==> src/rtl/hduart_pkg.sv <==
// Package for the half-duplex UART with transmit and receive FIFOs.
// Holds FIFO sizes, derived widths and the command, status and line mode codes.
// No dependencies; used by half_duplex_uart_with_fifos.
package hduart_pkg;

   // FIFO sizes and derived widths
   localparam int unsigned TX_DEPTH = 16;
   localparam int unsigned RX_DEPTH = 16;
   localparam int unsigned TX_PTR_W = (TX_DEPTH > 1) ? $clog2(TX_DEPTH) : 1;
   localparam int unsigned RX_PTR_W = (RX_DEPTH > 1) ? $clog2(RX_DEPTH) : 1;
   localparam int unsigned TX_LVL_W = $clog2(TX_DEPTH + 1);
   localparam int unsigned RX_LVL_W = $clog2(RX_DEPTH + 1);
   localparam int unsigned TX_SUM_W = TX_LVL_W + 1;
   localparam int unsigned RX_SUM_W = RX_LVL_W + 1;

   // serial frame: start bit, eight data bits, stop bit
   localparam logic [3:0] BIT_LAST_DATA = 4'd8;
   localparam logic [3:0] BIT_STOP      = 4'd9;

   // word layout
   localparam int unsigned REQ_DATA_W = 16;
   localparam int unsigned RSP_DATA_W = 24;

   // command codes
   localparam logic [1:0] CMD_TICK = 2'd0;
   localparam logic [1:0] CMD_PUSH = 2'd1;
   localparam logic [1:0] CMD_POP  = 2'd2;

   // status codes
   localparam logic [1:0] ST_OK       = 2'd0;
   localparam logic [1:0] ST_TX_FULL  = 2'd1;
   localparam logic [1:0] ST_RX_EMPTY = 2'd2;

   // line modes
   localparam logic [1:0] MODE_IDLE = 2'd0;
   localparam logic [1:0] MODE_TX   = 2'd1;
   localparam logic [1:0] MODE_RX   = 2'd2;

   // bit period after reset
   localparam logic [7:0] BIT_PERIOD_RST = 8'd104;

endpackage

==> src/rtl/half_duplex_uart_with_fifos.sv <==
// Half-duplex 8N1 UART, LSB first, with 16-entry transmit and receive FIFOs.
// One request word is one baud-timer tick plus an optional push or pop.
// Depends on hduart_pkg.
//
//   channel   | direction | tdata / tuser
//   ----------+-----------+--------------------------------------------------
//   req_      | in        | tdata: tx_data, rx_line; tuser: command
//   rsp_      | out       | tdata: tx_line, rx_data, rx_count, tx_count,
//             |           |        status, line_mode, rx_dropped
//   csr_      | in        | wdata: bit_period
//
// One word per cycle: the tick's line and FIFO work is one pass of logic from
// the state registers into the response register, so a word is accepted in
// every cycle while the response register is free or being drained.
// A stall on rsp_ holds req_tready low; the tick timer only advances on
// accepted words. Synchronous reset clears control state; FIFO entries are
// undefined until written and need no clearing pass.
module half_duplex_uart_with_fifos (
   input  logic        clock,
   input  logic        reset,
   input  logic        req_tvalid,
   output logic        req_tready,
   input  logic [15:0] req_tdata,   // [7:0] tx_data, [8] rx_line, [15:9] zero
   input  logic [1:0]  req_tuser,   // [1:0] command
   output logic        rsp_tvalid,
   input  logic        rsp_tready,
   output logic [23:0] rsp_tdata,   // [0] tx_line, [8:1] rx_data, [13:9] rx_count,
                                    // [18:14] tx_count, [20:19] status,
                                    // [22:21] line_mode, [23] rx_dropped
   input  logic        csr_we,
   input  logic [7:0]  csr_wdata
);

   // configuration
   logic [7:0] bit_period_ff;

   // line state
   logic [1:0] mode_ff,    mode_in;
   logic [7:0] tick_ff,    tick_in;
   logic [3:0] bit_idx_ff, bit_idx_in;
   logic [7:0] shift_ff,   shift_in;
   logic       last_rx_ff, last_rx_in;
   logic       tx_out_ff,  tx_out_in;

   // FIFO storage and pointers
   logic [7:0] tx_mem [hduart_pkg::TX_DEPTH];
   logic [7:0] rx_mem [hduart_pkg::RX_DEPTH];
   logic [hduart_pkg::TX_PTR_W-1:0] tx_head_ff, tx_head_in, tx_head_inc, tx_wr_addr;
   logic [hduart_pkg::RX_PTR_W-1:0] rx_head_ff, rx_head_in, rx_head_inc, rx_wr_addr;
   logic [hduart_pkg::TX_LVL_W-1:0] tx_lvl_ff, tx_lvl_in;
   logic [hduart_pkg::RX_LVL_W-1:0] rx_lvl_ff, rx_lvl_in;
   logic [hduart_pkg::TX_SUM_W-1:0] tx_sum;
   logic [hduart_pkg::RX_SUM_W-1:0] rx_sum;
   logic       tx_wr_en;
   logic       rx_wr_en;

   // response register
   logic                            rsp_valid_ff;
   logic [hduart_pkg::RSP_DATA_W-1:0] rsp_data_ff, rsp_data_in;

   // per-word decode and helpers
   logic       accept;
   logic [1:0] command;
   logic [7:0] tx_data;
   logic       rx_line;
   logic       rx_edge;
   logic [7:0] full_per;
   logic [7:0] half_per;
   logic [7:0] tick_dec;
   logic [2:0] rx_sel;
   logic [7:0] rx_data;
   logic [1:0] status;
   logic       dropped;

   assign accept     = req_tvalid && req_tready;
   assign req_tready = !rsp_valid_ff || rsp_tready;
   assign rsp_tvalid = rsp_valid_ff;
   assign rsp_tdata  = rsp_data_ff;

   assign command = req_tuser;
   assign tx_data = req_tdata[7:0];
   assign rx_line = req_tdata[8];
   assign rx_edge = rx_line != last_rx_ff;

   // timing constants from the bit period; zero acts as one
   assign full_per = (bit_period_ff == 8'd0) ? 8'd1 : bit_period_ff;
   assign half_per = (bit_period_ff[7:1] == 7'd0) ? 8'd1 : {1'b0, bit_period_ff[7:1]};
   assign tick_dec = (tick_ff == 8'd0) ? 8'd0 : tick_ff - 8'd1;
   assign rx_sel   = 3'(bit_idx_ff - 4'd1);

   // head advance with wrap
   assign tx_head_inc = (tx_head_ff == hduart_pkg::TX_PTR_W'(hduart_pkg::TX_DEPTH - 1)) ?
                        '0 : tx_head_ff + hduart_pkg::TX_PTR_W'(1);
   assign rx_head_inc = (rx_head_ff == hduart_pkg::RX_PTR_W'(hduart_pkg::RX_DEPTH - 1)) ?
                        '0 : rx_head_ff + hduart_pkg::RX_PTR_W'(1);

   // tail slot: head plus level, wrapped (a take and a push in one tick keep the sum)
   assign tx_sum = hduart_pkg::TX_SUM_W'(tx_head_ff) + hduart_pkg::TX_SUM_W'(tx_lvl_ff);
   assign rx_sum = hduart_pkg::RX_SUM_W'(rx_head_ff) + hduart_pkg::RX_SUM_W'(rx_lvl_ff);
   assign tx_wr_addr = hduart_pkg::TX_PTR_W'(
      (tx_sum >= hduart_pkg::TX_SUM_W'(hduart_pkg::TX_DEPTH)) ?
      tx_sum - hduart_pkg::TX_SUM_W'(hduart_pkg::TX_DEPTH) : tx_sum);
   assign rx_wr_addr = hduart_pkg::RX_PTR_W'(
      (rx_sum >= hduart_pkg::RX_SUM_W'(hduart_pkg::RX_DEPTH)) ?
      rx_sum - hduart_pkg::RX_SUM_W'(hduart_pkg::RX_DEPTH) : rx_sum);

   // line phase, then command phase, for one tick
   always_comb begin
      mode_in    = mode_ff;
      tick_in    = tick_ff;
      bit_idx_in = bit_idx_ff;
      shift_in   = shift_ff;
      tx_out_in  = tx_out_ff;
      last_rx_in = rx_line;
      tx_head_in = tx_head_ff;
      tx_lvl_in  = tx_lvl_ff;
      rx_head_in = rx_head_ff;
      rx_lvl_in  = rx_lvl_ff;
      tx_wr_en   = 1'b0;
      rx_wr_en   = 1'b0;
      rx_data    = 8'd0;
      status     = hduart_pkg::ST_OK;
      dropped    = 1'b0;

      // line phase
      unique case (mode_ff)
         hduart_pkg::MODE_TX: begin
            if (tick_dec == 8'd0) begin
               bit_idx_in = bit_idx_ff + 4'd1;
               tick_in    = full_per;
               if (bit_idx_ff < hduart_pkg::BIT_LAST_DATA) begin
                  tx_out_in = shift_ff[bit_idx_ff[2:0]];
               end else if (bit_idx_ff == hduart_pkg::BIT_LAST_DATA) begin
                  tx_out_in = 1'b1;
               end else if (tx_lvl_ff != '0) begin
                  // next queued byte follows the stop bit at once
                  shift_in   = tx_mem[tx_head_ff];
                  tx_head_in = tx_head_inc;
                  tx_lvl_in  = tx_lvl_ff - hduart_pkg::TX_LVL_W'(1);
                  bit_idx_in = 4'd0;
                  tx_out_in  = 1'b0;
               end else begin
                  mode_in    = hduart_pkg::MODE_IDLE;
                  tx_out_in  = 1'b1;
                  bit_idx_in = 4'd0;
                  tick_in    = 8'd0;
               end
            end else begin
               tick_in = tick_dec;
            end
         end
         hduart_pkg::MODE_RX: begin
            if (rx_edge) begin
               // resync the sample point on any edge
               tick_in = half_per;
            end else if (tick_dec == 8'd0) begin
               tick_in = full_per;
               if (bit_idx_ff >= 4'd1 && bit_idx_ff <= hduart_pkg::BIT_LAST_DATA) begin
                  shift_in[rx_sel] = shift_ff[rx_sel] | rx_line;
               end
               if (bit_idx_ff >= hduart_pkg::BIT_STOP) begin
                  // stop sample: store the byte, or drop it if the FIFO is full
                  if (rx_lvl_ff < hduart_pkg::RX_LVL_W'(hduart_pkg::RX_DEPTH)) begin
                     rx_wr_en  = 1'b1;
                     rx_lvl_in = rx_lvl_ff + hduart_pkg::RX_LVL_W'(1);
                  end else begin
                     dropped = 1'b1;
                  end
                  mode_in    = hduart_pkg::MODE_IDLE;
                  bit_idx_in = 4'd0;
                  tick_in    = 8'd0;
               end else begin
                  bit_idx_in = bit_idx_ff + 4'd1;
               end
            end else begin
               tick_in = tick_dec;
            end
         end
         default: begin
            // falling edge on an idle line starts a reception
            if (last_rx_ff && !rx_line) begin
               mode_in    = hduart_pkg::MODE_RX;
               tick_in    = half_per;
               bit_idx_in = 4'd0;
               shift_in   = 8'd0;
            end
         end
      endcase

      // command phase
      case (command)
         hduart_pkg::CMD_PUSH: begin
            if (tx_lvl_in < hduart_pkg::TX_LVL_W'(hduart_pkg::TX_DEPTH)) begin
               tx_wr_en  = 1'b1;
               tx_lvl_in = tx_lvl_in + hduart_pkg::TX_LVL_W'(1);
            end else begin
               status = hduart_pkg::ST_TX_FULL;
            end
            // start sending; this aborts a reception in progress
            if (mode_in != hduart_pkg::MODE_TX && tx_lvl_in != '0) begin
               shift_in   = (tx_lvl_ff == '0) ? tx_data : tx_mem[tx_head_ff];
               tx_head_in = tx_head_inc;
               tx_lvl_in  = tx_lvl_in - hduart_pkg::TX_LVL_W'(1);
               mode_in    = hduart_pkg::MODE_TX;
               bit_idx_in = 4'd0;
               tick_in    = full_per;
               tx_out_in  = 1'b0;
            end
         end
         hduart_pkg::CMD_POP: begin
            if (rx_lvl_in != '0) begin
               // bypass the byte stored this tick when the FIFO was empty
               rx_data    = (rx_lvl_ff == '0) ? shift_ff : rx_mem[rx_head_ff];
               rx_head_in = rx_head_inc;
               rx_lvl_in  = rx_lvl_in - hduart_pkg::RX_LVL_W'(1);
            end else begin
               status = hduart_pkg::ST_RX_EMPTY;
            end
         end
         default: begin
         end
      endcase

      rsp_data_in = {dropped, mode_in, status,
                     5'(tx_lvl_in), 5'(rx_lvl_in), rx_data, tx_out_in};
   end

   // hold the bit period
   always_ff @(posedge clock) begin
      if (reset) begin
         bit_period_ff <= hduart_pkg::BIT_PERIOD_RST;
      end else if (csr_we) begin
         bit_period_ff <= csr_wdata;
      end
   end

   // advance line and FIFO state on each accepted word
   always_ff @(posedge clock) begin
      if (reset) begin
         mode_ff    <= hduart_pkg::MODE_IDLE;
         tick_ff    <= 8'd0;
         bit_idx_ff <= 4'd0;
         shift_ff   <= 8'd0;
         last_rx_ff <= 1'b1;
         tx_out_ff  <= 1'b1;
         tx_head_ff <= '0;
         tx_lvl_ff  <= '0;
         rx_head_ff <= '0;
         rx_lvl_ff  <= '0;
      end else if (accept) begin
         mode_ff    <= mode_in;
         tick_ff    <= tick_in;
         bit_idx_ff <= bit_idx_in;
         shift_ff   <= shift_in;
         last_rx_ff <= last_rx_in;
         tx_out_ff  <= tx_out_in;
         tx_head_ff <= tx_head_in;
         tx_lvl_ff  <= tx_lvl_in;
         rx_head_ff <= rx_head_in;
         rx_lvl_ff  <= rx_lvl_in;
      end
   end

   // write FIFO entries
   always_ff @(posedge clock) begin
      if (accept && tx_wr_en) begin
         tx_mem[tx_wr_addr] <= tx_data;
      end
      if (accept && rx_wr_en) begin
         rx_mem[rx_wr_addr] <= shift_ff;
      end
   end

   // response register: load on accept, drop once taken
   always_ff @(posedge clock) begin
      if (reset) begin
         rsp_valid_ff <= 1'b0;
      end else if (accept) begin
         rsp_valid_ff <= 1'b1;
      end else if (rsp_tready) begin
         rsp_valid_ff <= 1'b0;
      end
   end

   always_ff @(posedge clock) begin
      if (accept) begin
         rsp_data_ff <= rsp_data_in;
      end
   end

endmodule

==> config.mk <==
export PLATFORM = sky130hd
export DESIGN_NAME = half_duplex_uart_with_fifos
export DESIGN_NICKNAME = d
export VERILOG_FILES = /design/src/rtl/hduart_pkg.sv /design/src/rtl/half_duplex_uart_with_fifos.sv
export SDC_FILE = /design/constraint.sdc
export NUM_CORES = 1
export LEC_CHECK = 0
export BUFFER_PORTS_ARGS = -buffer_cell sky130_fd_sc_hd__buf_2
export CELL_PAD_IN_SITES_DETAIL_PLACEMENT = 1
export CELL_PAD_IN_SITES_GLOBAL_PLACEMENT = 1
export CORE_UTILIZATION = 38
export CTS_CLUSTER_SIZE = 24
export DETAILED_ROUTE_END_ITERATION = 8
export PLACE_DENSITY = 0.72
export SLEW_MARGIN = 20
export SYNTH_ARGS = -nofsm -noshare
export SYNTH_HDL_FRONTEND = slang
export SYNTH_SLANG_ARGS = --single-unit
==> constraint.sdc <==
create_clock -name clock -period 6.5 [get_ports clock]
set_input_delay 0.65 -clock clock [delete_from_list [all_inputs] [get_ports clock]]
set_output_delay 0.65 -clock clock [all_outputs]
set_load 0.01 [all_outputs]
## Word-level counts from Yosys, hierarchy flattened

Memories as Yosys holds them, arrays and structs flattened. A register that Yosys moved wholly into a read port is not among the register bits.
Cells that the tools add are included.

- Add/sub/neg operators: 14
- Multiply operators: 0
- Divide/modulo/power cells: 0
- Order comparisons: 11
- Equality and inequality tests: 9
- Shift-type cells: 0
- Multiplexer cells: 107
- Bitwise logic cells: 4
- Reduce and logical (&&, ||, !) cells: 23

Operator list:

| operator | count |
|---|---|
| $mux W8 | 23 |
| $mux W4 | 22 |
| $mux W5 | 16 |
| $pmux W8 S2 | 2 |
| $mux W1 | 25 |
| $logic_not A8 Y1 | 3 |
| $mux W2 | 11 |
| $reduce_bool A5 Y1 | 3 |
| $sub A5 B1 Y5 const B | 3 |
| $add A4 B1 Y4 const B | 3 |
| $add A4 B5 Y6 | 2 |
| $eq A4 B4 Y1 const B | 3 |
| $ge A6 B5 Y1 const B | 2 |
| $add A5 B1 Y5 const B | 2 |
| $lt A5 B5 Y1 const B | 2 |
| $bwmux W8 | 1 |
| $lt A3 B4 Y1 const B | 2 |
| $pmux W2 S2 | 2 |
| $pmux W4 S2 | 1 |
| $sub A4 B1 Y4 const B | 2 |
| $sub A8 B1 Y8 const B | 1 |
| $logic_and A1 B1 Y1 | 7 |
| $logic_not A7 Y1 | 1 |
| $mux W7 | 1 |
| 21 further kinds | 28 |

- Bits in registers: 67
- Bits in latches: 0
- RAM bits: 256
- ROM bits: 0
- Input port bits: 31
- Output and inout port bits: 26
- Word-level logic and storage cells: 184
- Memories: 2

Memory list:

| memory | depth | width | read ports | clocked after memory_dff | wr ports | RTL line | source |
|---|---|---|---|---|---|---|---|
| rx_mem | 16 | 8 | 1 | 1 | 1 | half_duplex_uart_with_fifos.sv:47 | `logic [7:0] rx_mem [hduart_pkg::RX_DEPTH];` |
| tx_mem | 16 | 8 | 1 | 1 | 1 | half_duplex_uart_with_fifos.sv:46 | `logic [7:0] tx_mem [hduart_pkg::TX_DEPTH];` |

## Logic depth before layout (Yosys ltp)

Gate-level depths: netlist of run 1.

- Depth in word-level cells: 15
- Mapped depth: 20
- Depth with buffers taken out: 18

## Worst setup path before layout of run 1

No wires, ideal clock.

- Path kind: flip-flop to flip-flop
- From: register tick_ff[0]
- To: register tx_lvl_ff[0] in the netlist's numbering
- Library setup time: 0.123 ns
- Arrival: 4.585 ns
- Data required time: 6.377 ns
- Setup slack: 1.792 ns
- Stages on the path, launching flop included: 20
- Buffers on the path: 1
- Period minus slack after synthesis: 4.708 ns
- Path through: dfxtp_1 inv_1 ha_1 buf_2 xor2_1 or3b_4 o41ai_4 nand2_4 nor3_2 nor2_1 a21oi_1 ha_1 inv_1 or3_1 mux2i_2 a32o_4 a311oi_1 or3_1 a21oi_1 mux2_1

- Word-level cells in the longest chain between the ends: 12
- Elaborated cells on any way between the ends: 20
- Those cells by class: add/sub: 3; order compare: 1; eq/ne: 1; mux: 11; reduce/logical: 4

RTL lines:

| item | RTL line | source |
|---|---|---|
| start, declared | half_duplex_uart_with_fifos.sv:39 | `logic [7:0] tick_ff, tick_in;` |
| start signal, assigned | half_duplex_uart_with_fifos.sv:252 | `tick_ff <= tick_in;` |
| $sub A8 B1 Y8 / $logic_not A8 Y1 (equally long branches) | half_duplex_uart_with_fifos.sv:88 | `assign tick_dec = (tick_ff == 8'd0) ? 8'd0 : tick_ff - 8'd1;` |
| $mux W8 (*) | half_duplex_uart_with_fifos.sv:88 |  |
| $logic_not A8 Y1 (*) | half_duplex_uart_with_fifos.sv:128, half_duplex_uart_with_fifos.sv:156 |  |
| parallel branches: the longest is 8 deep, another holds $add A5 B1 Y5 | -- |  |
| $mux W5 (*) | half_duplex_uart_with_fifos.sv:191 | `case (command)` |
| end signal, assigned | half_duplex_uart_with_fifos.sv:258 | `tx_lvl_ff <= tx_lvl_in;` |
| end, declared | half_duplex_uart_with_fifos.sv:50 | `logic [hduart_pkg::TX_LVL_W-1:0] tx_lvl_ff, tx_lvl_in;` |

Mark *: on every way between the ends. The select of a mux whose other input is x is not followed.
A chain may end at the register's enable or synchronous reset.

## Final worst setup path of run 1

- From: register tick_ff[0]
- To: register tick_ff[4]

- Word-level cells in the longest chain between the ends: 12
- Elaborated cells on any way between the ends: 23
- Those cells by class: add/sub: 2; order compare: 1; eq/ne: 1; mux: 15; reduce/logical: 4

RTL lines:

| item | RTL line | source |
|---|---|---|
| $sub A8 B1 Y8 / $logic_not A8 Y1 (equally long branches) | half_duplex_uart_with_fifos.sv:88 |  |
| $mux W8 (*) | half_duplex_uart_with_fifos.sv:88 |  |
| $logic_not A8 Y1 | half_duplex_uart_with_fifos.sv:128, half_duplex_uart_with_fifos.sv:156 |  |
| $mux W5 | half_duplex_uart_with_fifos.sv:128 | `if (tick_dec == 8'd0) begin` |
| $mux W5 | half_duplex_uart_with_fifos.sv:126 | `unique case (mode_ff)` |
| $add A5 B1 Y5 / $lt A5 B5 Y1 (equally long branches) | half_duplex_uart_with_fifos.sv:195, half_duplex_uart_with_fifos.sv:193 |  |
| $mux W5 | half_duplex_uart_with_fifos.sv:193 | `if (tx_lvl_in < hduart_pkg::TX_LVL_W'(hduart_pkg::TX_DEPTH)) begin` |
| $mux W5 | half_duplex_uart_with_fifos.sv:191 |  |
| $reduce_bool A5 Y1 | half_duplex_uart_with_fifos.sv:200 | `if (mode_in != hduart_pkg::MODE_TX && tx_lvl_in != '0) begin` |
| $logic_and A1 B1 Y1 | half_duplex_uart_with_fifos.sv:200 |  |
| $mux W8 | half_duplex_uart_with_fifos.sv:200 |  |
| $mux W8 (*) | half_duplex_uart_with_fifos.sv:191 |  |

Mark *: on every way between the ends. The rest lies on a longest branch, timed or not. The select of a mux whose other input is x is not followed.

==> impl_summary.md, run 1 <==
Finish
The number of non-filler instances in the completed layout is 1693. After the last flow step, the layout net total stands at 1196. Registers take between 9000 and 10000 um2.

The fraction of final layout cells with drive strength greater than 1 is roughly a fifth. The repair_antennas step left the layout with diodes totalling 0. After filler insertion, the fill cell instance count of the layout stands at between 4000 and 5000.

After routing the design area is 17600 um2. The area growth from synthesis to layout is 12.5%. The multi-input combinational cells in the finished layout cover a total of approximately 5800 um2.

Critical path
STA classifies the critical path endpoint as a flop. The startpoint class of the critical path is a flop. The delay contributed by the slowest stage of the critical path is between 400 and 500 ps. Traced cell by cell, the critical path runs through inv_1, ha_1, xor2_1, or3b_4, o41ai_4, buf_4, nand2_4, nor3_2, nor2_1, a21oi_1, ha_1, inv_1, or3_1, mux2i_2, a32o_4, a211o_4, o21ai_0, a221oi_1, nor3_1.

The data arrival time of the critical path is 5770 ps. The startpoint-to-endpoint class of the critical path is reg -> reg. The critical path buffer and inverter count is 3. The worst register-to-register path has a depth of 19. The category of cells accounting for the largest share of critical-path delay is compound AO/OA/AOI/OAI gates. The critical path crosses 19 cells after its start point. The cell type of the slowest stage on the worst timing path is sky130_fd_sc_hd__or3b_4. Data on the critical path is required at its endpoint by between 6000 and 7000 ps. The highest fanout seen on the critical path is 33.

Floorplan
Measured along the x axis, the die boundary spans slightly above 200 um. The number of rows in the core area is 74. The die area is 42100 um2. The total area inside the core boundary comes to a little over 40000 um2. The die is 205 um tall. The top-level port count is 57. For this configuration, the core starts out at a cell density of 38.5%.

Yosys
The mean instance size in the synthesized netlist is between 10 and 15 um2. The leading register cell type out of synthesis is sky130_fd_sc_hd__edfxtp_1. When the netlist entered floorplanning its net count stood at approximately 1200. The sequential share of the synthesized area is just over 60%. The area share of the largest cell type after synthesis is a little over half.

The biggest area contributor in the post-synthesis netlist is sky130_fd_sc_hd__edfxtp_1. The cell area after synthesis is ~16000 um2. The synthesized design contains 335 register bits.

The post-synthesis simple-gate area fraction is 8.95%. The cell count after synthesis is 1098. The compound-cell area share of the yosys netlist is under 10%. By area, the combinational part of the netlist is dominated by multiplexers. The synthesized netlist devotes under 10% of its cell area to XOR and XNOR gates. In the synthesized netlist, mux cells make up around 15% of the area. After synthesis, the cell types taking the most area are sky130_fd_sc_hd__edfxtp_1, sky130_fd_sc_hd__mux4_2, sky130_fd_sc_hd__dfxtp_1, sky130_fd_sc_hd__mux2i_1, sky130_fd_sc_hd__nor2_1. The Yosys step of the flow raised 0 warnings. The count of flip-flops with a built-in enable after synthesis is 280. For this run, asynchronously set or reset flops after synthesis account for 0%.

The share of synthesized cell area in full adder, half adder and majority cells is around 2.3%. After synthesis, the netlist uses slightly above 80 different library cells.

Pwr
The leakage power of the design is 5.72 nW. Power spread over the standard cell area amounts to around 280 nW/um2. IR analysis of the VDD net gives a maximum drop of approximately 0.17 mV.

Clock network
The number of buffers created by CTS is 35. For the worst-skew pair, the clock arrives at the later sink with an insertion delay of between 500 and 600 ps. The number of post-CTS setup repair buffers is 0. CTS placed an instance of sky130_fd_sc_hd__clkbuf_16 at the clock tree root. The number of clock sinks is between 300 and 400. TritonCTS built the clock tree. The count of H-tree levels built during CTS is 2. Clock-pin slew was measured on the worst setup and hold paths at around 70 ps. The hold buffer count at cts is 0. The post-cts gate resize count is 0. The worst-case clock buffer depth is 3.

Timing
Across the routed clock network, the largest skew measured is around 19 ps. The total setup violations reported at the end of the flow is 0. The slew at the pin closest to its max-slew limit is 981 ps. The number of pins exceeding their max-slew limit in the final report is 0. The final period utilization is between 80% and 90%. The worst-case setup margin in the final layout is roughly 1100 ps.

For this run, the top clock speed supported by timing is ~190 MHz. In the final timing run, aggregate negative setup slack is 0 ps. The routed design could run at a clock period as short as around 5400 ps. The remaining max-slew budget at the tightest pin is about a third. The number of hold-slack violations in the final timing report was 0. Setup repair after global routing left no endpoint under its margin.

Status
The flow ran to the end, and the final reports show no timing, DRC or antenna violations.

Routing
The detailed-route wire length per cell is approximately 22 um. The first detailed-routing pass ran for 4 iterations. The sum of routed wire length over all layers is 37400 um.

The via density per instance is ~5.7. For this run, design rule violations remaining after detail routing come to 0. The count of nets left with antenna violations once routing finished came out at 0.

Detailed routing inserted a total of roughly 9600 vias. The detailed router finished its first iteration with 700 violations.

Global route
The pin count of the biggest net entering global routing is 57. The initial antenna violation count is 0. In the global route stage, overall resource usage came out at a little under a fifth. The via count of the first global-routing pass is a little over 10000.

The global-route wire length before repair is just under 60000 um. Global routing finished with a remaining overflow of 0.

Min path
The path class of the tightest hold or removal check is in -> reg. Counting instances, the worst hold path has a depth of 2.

Place
The pre-CTS worst setup slack is between 1000 and 1500 ps. The global placer's final weighted congestion is between 0.7 and 0.8. The total half-perimeter wirelength after legalization and detailed placement is between 20000 and 30000 um. The count of placed standard cells including taps is 1632. After detailed placement, the total cell area comes to about 16000 um2.

Input and output buffers added on the ports amount to 49.

Flow run
Across the run, the number of max-cap violations was 0.
-- placed cells by master, fill, tap and decap left out, drive strengths merged, types with 19 or more instances in the layout --
cell type,netlist,routed
dfxtp,55,55
buf,16,66
a21oi,39,39
ha,26,26
mux2i,40,40
nand2,72,72
inv,38,38
nand3,19,19
edfxtp,280,280
nor2,96,96
clkbuf,48,47
nor3,28,28
mux4,83,83
o21ai,40,40
-- worst paths after layout --
path,slack [ps],endpoint,from
max,1100,tick_ff[4]$_SDFFE_PP0P_,tick_ff[0]$_SDFFE_PP0P_
min,330,bit_period_ff[6]$_SDFFE_PP1P_,csr_wdata[6]
max reg2reg,1100,tick_ff[4]$_SDFFE_PP0P_,tick_ff[0]$_SDFFE_PP0P_
min reg2reg,470,tx_out_ff$_SDFFE_PP1P_,tx_out_ff$_SDFFE_PP1P_
-- cell usage after synthesis, drive strengths merged (4+ instances only) --
master and n:
edfxtp 280, or3 17, o21ai 40, a311oi 7
a21oi 39, o211ai 15, ha 26, nand2b 8
nand3 19, a41oi 4, buf 16, nand2 72
xor2 15, nor4 5, a211oi 9, mux2i 40
inv 38, clkbuf 48, o31ai 6, or4 5
o221ai 8, nor2 96, a22oi 14, o21a 4
nor2b 6, mux4 83, nand4 6, nor3 28
dfxtp 55, nand3b 6, a211o 5, xnor2 15
a31oi 8
-- kinds of logic after synthesis --
logic type	after synthesis
adders and majority gates	28
AOI/OAI and AO/OA	193
buffers and inverters	104
xor gates and xnor gates	30
and+or+nand+nor	282
DFF	335
muxes	126
-- sequential cells by signal, indices dropped and copies added, names as in the netlist, named ones only --
name / cells
rx_mem: 128
tx_mem: 128
rsp_tdata: 24
bit_period_ff: 8
shift_ff: 8
tick_ff: 8
rx_lvl_ff: 5
tx_lvl_ff: 5
bit_idx_ff: 4
rx_head_ff: 4
tx_head_ff: 4
mode_ff: 2
last_rx_ff: 1
rsp_tvalid: 1
tx_out_ff: 1
-- final cells by class --
type	count	share of cell area, %
clock buffer	47	5.52
clock inverter	14	1.10
inverter	40	0.852
multi-input combinational	659	32.7
sequential	335	54.0
tap	532	3.78
timing repair buffer	66	2.12
-- per-stage QoR --
stage                     util (%)  power (W)  hold slack [ps]
final                         43.3    0.00486              332
after global routing          43.3    0.00502              322
after CTS                     43.3    0.00490              315
after detailed placement      40.4    0.00284              449
after global placement        40.4    0.00282              442
after floorplan                  -    0.00271              431
-- power breakdown --
part | switching (W) | internal [W] | leakage (nW)
registers | 0.0000441 | 0.00236 | 3.02
clock network | 0.000812 | 0.00125 | 0.570
logic | 0.000250 | 0.000142 | 2.13
total | 0.00111 | 0.00375 | 5.72
-- routing by layer --
metal  global-route usage (%)  wire length [um]  vias up
met5                        0                 0        -
met4                     4.23               682        0
met3                     2.61              1500       50
met2                     30.7             18600      193
met1                     24.8             16700     4952
li1                         -                 -     4386
Note: power is estimated with default switching activity, not from simulation.
==> inputs of run 2 (changes only) <==
==> constraint.sdc (replaced) <==
create_clock -name clock -period 5.05 [get_ports clock]
set_input_delay 0.505 -clock clock [delete_from_list [all_inputs] [get_ports clock]]
set_output_delay 0.505 -clock clock [all_outputs]
set_load 0.01 [all_outputs]
==> impl_summary.md, run 2 (synthesized netlist as in run 1, its figures left out) <==
Critical path
The beginning of the worst register-to-register path is tick_ff[0]$_SDFFE_PP0P_. The reg2reg setup slack is 360 ps (-730 ps). The critical path data required time is 5470 ps (-1400 ps). The number of cells on the worst reg-to-reg path is 20 (+1). In this run the critical register-to-register path is captured at tx_head_ff[3]$_SDFFE_PP0P_.

The kind of end point of the critical path is a flop. The data arrival time of the critical path is 5110 ps (-660 ps). The startpoint class of the critical path is a flop. The highest fanout seen on the critical path is 13 (-61%). The startpoint-to-endpoint class of the critical path is reg -> reg.

Pwr
The power per cell area is 352 nW/um2 (+28%). The combinational group share of total power is 8.2% (about the same). The register share of total power is 49.7% (+0.2 points). The internal power component is 0.00475 W (+27%). The power dissipated by switching net loads is 0.00149 W (+35%).

The clock network power share is 42.1% (-0.3 points). The leakage power of the design is 5.79 nW (+1.1%). The maximum vdd ir drop is 0.268 mV (+57%). The share of total power consumed by net switching is 23.9% (+1.2 points).

Routing
The detailed-route DRC error count came to 0 (unchanged). The DRC marker count from the first detailed-route iteration was 636 (-9.1%). The first-pass iteration count of the detailed router is 5 (+1). The detailed-route wire length per cell is 21.9 um (-0.81%).

The sum of routed wire length over all layers is 37500 um (+0.18%). The via count is 9685 (+1.1%). The via density per instance came to 5.66 (about the same).

The count of antenna-violating nets left after detailed routing came to 0 (unchanged).

Flow run
The number of max-cap violations is 0 (unchanged).

Clock network
In this run the clock root is driven by a sky130_fd_sc_hd__clkbuf_16. The worst-case clock buffer depth came to 3 (unchanged). The number of buffers created by CTS is 36 (+2.9%). The clock transition at the register clock pins on the worst setup and hold paths after CTS is 60 ps (about the same). The hold buffer count at cts is 0 (unchanged).

TritonCTS built the clock tree. The number of clock sinks came to 335 (unchanged). The count of H-tree levels built during CTS was 2 (unchanged). The clock latency reported for the late side of the worst-skew pair is 550 ps (+30 ps).

Timing
The total negative slack is 0 ps (unchanged). The time the worst path needs with I/O delays and setup is 4690 ps (-716 ps). The number of hold-slack violations in the final timing report is 0 (unchanged). The final period utilization came to 92.8% (+9.7 points). The maximum clock rate is 213 MHz (+15%). The largest clock skew in the final design came to 21.4 ps (+2.47 ps). The number of pins exceeding their max-slew limit in the final report is 0 (unchanged). Setup repair after global routing left no endpoint under its margin. The remaining max-slew budget at the tightest pin is 34.1% (+0.22 points). The total setup violations reported at the end of the flow is 0 (unchanged). The slew at the pin closest to its max-slew limit is 978 ps (-3.20 ps). The minimum hold slack is 179 ps (-152 ps).

Status
The run finished with clean final reports.

Place
The global placer's final weighted congestion is 0.841 (+5.4%). The total half-perimeter wirelength after legalization and detailed placement came to 25700 um (+1.9%). The count of port buffers added during placement was 49 (unchanged).

Finish
The most common cell after layout, fill and taps aside is sky130_fd_sc_hd__edfxtp_1. The layout filler cell count is 4140 (+0.31%). The layout overhead on the synthesized area is 13.2%.

In the layout the commonest cells are sky130_fd_sc_hd__edfxtp_1, sky130_fd_sc_hd__nor2_1, sky130_fd_sc_hd__mux4_2. The area of all sequential standard cells is 9510 um2 (unchanged). The multi-input logic area is 5780 um2 (+0.37%). The diode insertion count for antenna repair is 0 (unchanged). The total number of nets in the final design is 1212 (+1.3%). The fraction of final layout cells with drive strength greater than 1 is 21.1% (+1.2 points).

Floorplan
The initial core utilization is 38.5% (unchanged). The placeable core region came to 40700 um2 (unchanged). The number of rows in the core area is 74 (unchanged). The top-level port count is 57 (unchanged). The die area is 42100 um2 (unchanged). The vertical die dimension is 205 um (unchanged). The die width came to 205 um (unchanged).

Min path
The number of cells on the worst hold path came to 2 (unchanged). For hold timing, the worst endpoint is bit_period_ff[6]$_SDFFE_PP1P_. The worst hold path belongs to the class in -> reg. The worst hold path begins at csr_wdata[6].

Global route
The aggregate global routing overflow came to 0 (unchanged). The initial antenna violation count is 0 (unchanged). The global-route usage over all layers is 18.2% (about the same).

The global-route wire length before repair is 58700 um (-0.53%). The via count of the first global-routing pass was 9951 (-1.7%). The pin count of the biggest net entering global routing is 57 (unchanged).
-- run 2: cell types whose count changed in the layout (fill, tap and decap cells not counted), sizes merged --
cell	before	now
clkbuf	47	41
buf	66	81
bufinv	5	4
clkinv	11	15
clkinvlp	0	2
inv	38	41
-- run 2: worst max-delay path, cell delays in order, from the launching register on --
cell	delay, ps
sky130_fd_sc_hd__dfxtp_1	380
sky130_fd_sc_hd__inv_1	160
sky130_fd_sc_hd__ha_2	270
sky130_fd_sc_hd__xor2_1	170
sky130_fd_sc_hd__or3b_4	430
sky130_fd_sc_hd__o41ai_4	300
sky130_fd_sc_hd__nand2_4	110
sky130_fd_sc_hd__nor3_4	230
sky130_fd_sc_hd__buf_4	170
sky130_fd_sc_hd__xnor2_1	160
sky130_fd_sc_hd__inv_1	70
sky130_fd_sc_hd__ha_1	250
sky130_fd_sc_hd__inv_1	110
sky130_fd_sc_hd__or3_1	160
sky130_fd_sc_hd__mux2i_4	100
sky130_fd_sc_hd__a32o_4	350
sky130_fd_sc_hd__a211o_4	430
sky130_fd_sc_hd__buf_4	170
sky130_fd_sc_hd__a21oi_4	200
sky130_fd_sc_hd__a311oi_1	110
sky130_fd_sc_hd__a31o_2	250
-- run 2: worst max-delay path by stage --
stage                                  from                          to  slack (ps)  depth (start not counted)
floorplan           tick_ff[0]$_SDFFE_PP0P_   tx_lvl_ff[0]$_SDFFE_PP0P_         340                         19
global placement    tick_ff[0]$_SDFFE_PP0P_    shift_ff[4]$_SDFFE_PP0P_         300                         19
detailed placement  tick_ff[0]$_SDFFE_PP0P_    shift_ff[5]$_SDFFE_PP0P_         120                         19
CTS                 tick_ff[0]$_SDFFE_PP0P_    shift_ff[5]$_SDFFE_PP0P_         100                         19
global route        tick_ff[0]$_SDFFE_PP0P_   tx_lvl_ff[0]$_SDFFE_PP0P_          40                         19
finish              tick_ff[0]$_SDFFE_PP0P_  tx_head_ff[3]$_SDFFE_PP0P_         360                         20
-- run 2: layer usage --
layer	wire, um	global-route usage, %
met5	0	0
met4	679	5.05
met3	1520	2.34
met2	18500	30.4
met1	16800	24.9
-- run 2: area by class of cell --
cell class              instances  share of cell area, %
flip-flops and latches        335                   53.6
well taps                     532                   3.75
clock buffers                  41                   5.18
inverters                      40                  0.846
clock inverters                22                   1.30
multi-input cells             659                   32.6
repair buffers                 81                   2.74
-- run 2: power groups by stage --
stage	clock network [W]	logic, W	registers (W)
3_5_place_dp	0	0.000503	0.00316
5_1_grt	0.00277	0.000561	0.00311
3_3_place_gp	0	0.000490	0.00316
4_1_cts	0.00268	0.000507	0.00310
2_1_floorplan	0	0.000345	0.00314
6_report	0.00263	0.000511	0.00310
-- run 2: stage by stage --
step	setup slack, ps	instance area [um2]	power, W	util [%]	std cells
finish	362	17700	0.00624	43.5	1710
global route	44.1	17700	0.00644	43.5	1710
CTS	103	17700	0.00629	43.4	1706
detailed placement	124	16500	0.00367	40.6	1643
global placement	302	16500	0.00365	40.6	1643
floorplan	342	15700	0.00348	-	1098
-- run 2: timing repair --
item | 4_1_cts | 5_1_grt
endpoints found under the setup margin | 0 | 15
buffers inserted | 0 | 4
resized for setup | 0 | 4
==> inputs of run 3 (changes only) <==
--- a/config.mk
+++ b/config.mk
@@ -8,10 +8,10 @@
 export BUFFER_PORTS_ARGS = -buffer_cell sky130_fd_sc_hd__buf_2
 export CELL_PAD_IN_SITES_DETAIL_PLACEMENT = 1
 export CELL_PAD_IN_SITES_GLOBAL_PLACEMENT = 1
-export CORE_UTILIZATION = 38
+export CORE_UTILIZATION = 43
 export CTS_CLUSTER_SIZE = 24
 export DETAILED_ROUTE_END_ITERATION = 8
-export PLACE_DENSITY = 0.72
+export PLACE_DENSITY = 0.79
 export SLEW_MARGIN = 20
 export SYNTH_ARGS = -nofsm -noshare
 export SYNTH_HDL_FRONTEND = slang
==> impl_summary.md, run 3 (synthesized netlist as in run 1, its figures left out) <==
Status
The run finished, with violations left. The checks that failed: DRC.

Timing
The number of pins exceeding their max-slew limit in the final report is 0 (unchanged). The largest clock skew in the final design is 20.0 ps (-1.45 ps). The time the worst path needs with I/O delays and setup came to 4780 ps (+89.7 ps). Setup repair after global routing left no endpoint under its margin. The final period utilization was 94.6% (+1.8 points).

The total negative slack was 0 ps (unchanged). The maximum clock rate is 209 MHz (-1.9%). The slew at the pin closest to its max-slew limit is 937 ps (-41.0 ps). The number of hold-slack violations in the final timing report came to 0 (unchanged). The remaining max-slew budget at the tightest pin is 37.3% (+3.2 points). The minimum hold slack is 198 ps (+18.7 ps). The total setup violations reported at the end of the flow came to 0 (unchanged).

Critical path
The highest fanout seen on the critical path is 7 (-6). The most used cell along the critical path is sky130_fd_sc_hd__or3_1. The reg2reg setup slack was 270 ps (-90 ps). The number of cells on the worst reg-to-reg path is 18 (-10%). STA classifies the critical path endpoint as a flop.

The startpoint-to-endpoint class of the critical path is reg -> reg. The endpoint identified for the worst register-to-register timing path is tx_lvl_ff[0]$_SDFFE_PP0P_. The worst register-to-register path begins at tick_ff[0]$_SDFFE_PP0P_.

The data arrival time of the critical path is 5180 ps (+70 ps). The critical path data required time was 5450 ps (-20 ps). The startpoint class of the critical path is a flop.

Walking the worst path, the cells encountered are inv_2, ha_2, xor2_1, or3b_4, o41ai_4, nand2_4, nor3_4, nor2_1, a21oi_2, ha_1, inv_1, or3_1, mux2i_4, a32o_4, a311oi_1, or3_1, a21oi_1, mux2_1. The delay contributed by the slowest stage of the critical path is 430 ps (about the same). For this design, the slowest cell found on the critical path is sky130_fd_sc_hd__or3b_4.

Place
The total half-perimeter wirelength after legalization and detailed placement is 26400 um (+2.6%). The placed cell area came to 16500 um2 (-0.35%). The global placer's final weighted congestion was 0.844 (+0.40%). The count of port buffers added during placement came to 49 (unchanged).

Global route
The pin count of the biggest net entering global routing is 44 (-23%). The global-route wire length before repair is 61000 um (+3.8%). The aggregate global routing overflow is 0 (unchanged). The global-route usage over all layers was 21.7% (+3.5 points). The initial antenna violation count was 0 (unchanged). The via count of the first global-routing pass came to 10200 (+2.3%).

Finish
The layout overhead on the synthesized area is 13.1% (about the same). Leaving out fill and tap cells, the most frequent cells in the layout are sky130_fd_sc_hd__edfxtp_1, sky130_fd_sc_hd__nor2_1, sky130_fd_sc_hd__mux4_2. The total non-filler cell area in the finished layout is 17700 um2 (about the same). The layout filler cell count is 3546 (-14%). The most common cell after layout, fill and taps aside is sky130_fd_sc_hd__edfxtp_1.

The area of all sequential standard cells is 9510 um2 (about the same). The total number of nets in the final design is 1213 (+0.083%). The diode insertion count for antenna repair came to 0 (unchanged). The multi-input logic area is 5790 um2 (+0.13%). The fraction of final layout cells with drive strength greater than 1 is 21.8% (+0.62 points).

Clock network
TritonCTS built the clock tree. The clock transition at the register clock pins on the worst setup and hold paths after CTS is 60 ps (about the same). CTS placed an instance of sky130_fd_sc_hd__clkbuf_16 at the clock tree root. The clock latency reported for the late side of the worst-skew pair is 530 ps (-20 ps).

The number of buffers created by CTS was 36 (unchanged). The count of H-tree levels built during CTS was 2 (unchanged). The worst-case clock buffer depth is 3 (unchanged).

The number of clock sinks is 335 (unchanged).

Pwr
The power per cell area is 358 nW/um2 (+1.7%). The internal power component is 0.00486 W (+2.4%). The register share of total power came to 49.0% (-0.7 points). The share of total power consumed by net switching came to 23.3% (-0.61 points). The leakage power of the design was 5.84 nW (+0.93%). The clock network power share is 43.0% (+0.9 points).

The maximum vdd ir drop is 0.328 mV (+23%). The power dissipated by switching net loads was 0.00148 W (-1.0%). The combinational group share of total power came to 8.0% (-0.2 points).

Routing
The via density per instance is 5.98 (+5.5%). The detailed-route wire length per cell is 24.1 um (+9.8%). The detailed-routed wire length on met2 is 20200 um (+9.0%). The sum of routed wire length over all layers is 39500 um (+5.4%). The first-pass iteration count of the detailed router is 7 (+2). The count of antenna-violating nets left after detailed routing is 0 (unchanged). The length of routed wiring on met1 is 16600 um (-0.91%).

The detailed-route DRC error count is 4 (+4). The DRC marker count from the first detailed-route iteration is 798 (+25%). The highest layer touched by signal routing is met4. The via count came to 9812 (+1.3%). The met3 wire length is 1820 um (+20%).

Floorplan
The placeable core region is 35700 um2 (-12%). The number of rows in the core area is 69 (-6.8%). The die area is 37200 um2 (-12%). The top-level port count is 57 (unchanged). The die width was 193 um (-5.9%). The initial core utilization is 43.8% (+5.4 points). The vertical die dimension came to 193 um (-5.9%).

Min path
The worst hold path begins at csr_wdata[3]. The worst hold path terminates at bit_period_ff[3]$_SDFFE_PP1P_. The number of cells on the worst hold path is 2 (unchanged). The worst min-delay path class is in -> reg.

Flow run
The number of max-cap violations is 0 (unchanged).
## run 3: final cells by class
type | instances | share of cell area, %
sequential | 335 | 53.7
multi-input combinational | 659 | 32.6
clock buffer | 46 | 5.53
tap | 461 | 3.25
timing repair buffer | 82 | 2.78
clock inverter | 19 | 1.29
inverter | 40 | 0.847
## run 3: how the worst max path moves through the flow
| stage | start | endpoint | slack (ps) | depth (start not counted) |
|---|---|---|---|---|
| after global placement | tick_ff[0]$_SDFFE_PP0P_ | tx_lvl_ff[0]$_SDFFE_PP0P_ | 200 | 18 |
| after detailed placement | tick_ff[0]$_SDFFE_PP0P_ | tx_lvl_ff[0]$_SDFFE_PP0P_ | 70 | 18 |
| after global routing | tick_ff[0]$_SDFFE_PP0P_ | tx_lvl_ff[0]$_SDFFE_PP0P_ | 20 | 18 |
| after floorplan | tick_ff[0]$_SDFFE_PP0P_ | tx_lvl_ff[0]$_SDFFE_PP0P_ | 340 | 19 |
| after CTS | tick_ff[0]$_SDFFE_PP0P_ | tx_lvl_ff[0]$_SDFFE_PP0P_ | 60 | 18 |
| final | tick_ff[0]$_SDFFE_PP0P_ | tx_lvl_ff[0]$_SDFFE_PP0P_ | 270 | 18 |
## run 3: metrics by stage
step	instances	worst slack, ps	power [W]	utilization [%]
after CTS	1641	63.2	0.00639	49.5
after floorplan	1098	342	0.00348	-
after global placement	1576	203	0.00364	46.1
after global routing	1642	21.3	0.00654	49.6
final	1642	272	0.00634	49.6
after detailed placement	1576	68.9	0.00367	46.1
## run 3: power by group through the flow
stage / combinational [W] / clock, W / sequential [W]
detailed placement: 0.000501 / 0 / 0.00316
global placement: 0.000482 / 0 / 0.00316
finish: 0.000510 / 0.00273 / 0.00311
global route: 0.000556 / 0.00287 / 0.00311
CTS: 0.000506 / 0.00278 / 0.00311
floorplan: 0.000345 / 0 / 0.00314
## run 3: critical path, delay by kind of cell, from the launching register on
kind,cells,cell delay (ps)
AO/OA/AOI/OAI,5,1060
XOR/XNOR,1,170
adder cells (fa/ha/maj),2,540
buffers and inverters,2,220
flip-flops,1,400
multiplexers,2,560
AND/OR/NAND/NOR,6,1690
## run 3: routing by layer
layer / up-vias / global-route usage (%)
li1: 4416 / -
met1: 5056 / 28.4
met2: 269 / 37.5
met3: 71 / 3.67
met4: 0 / 5.59
met5: - / 0
## run 3: repair_timing
action                     4_1_cts  5_1_grt
cloned                           0        0
gates resized for setup          1        5
setup buffers                    0        1
pin swaps                        0        1
setup endpoints to repair        1       20
hold buffers                     0        0
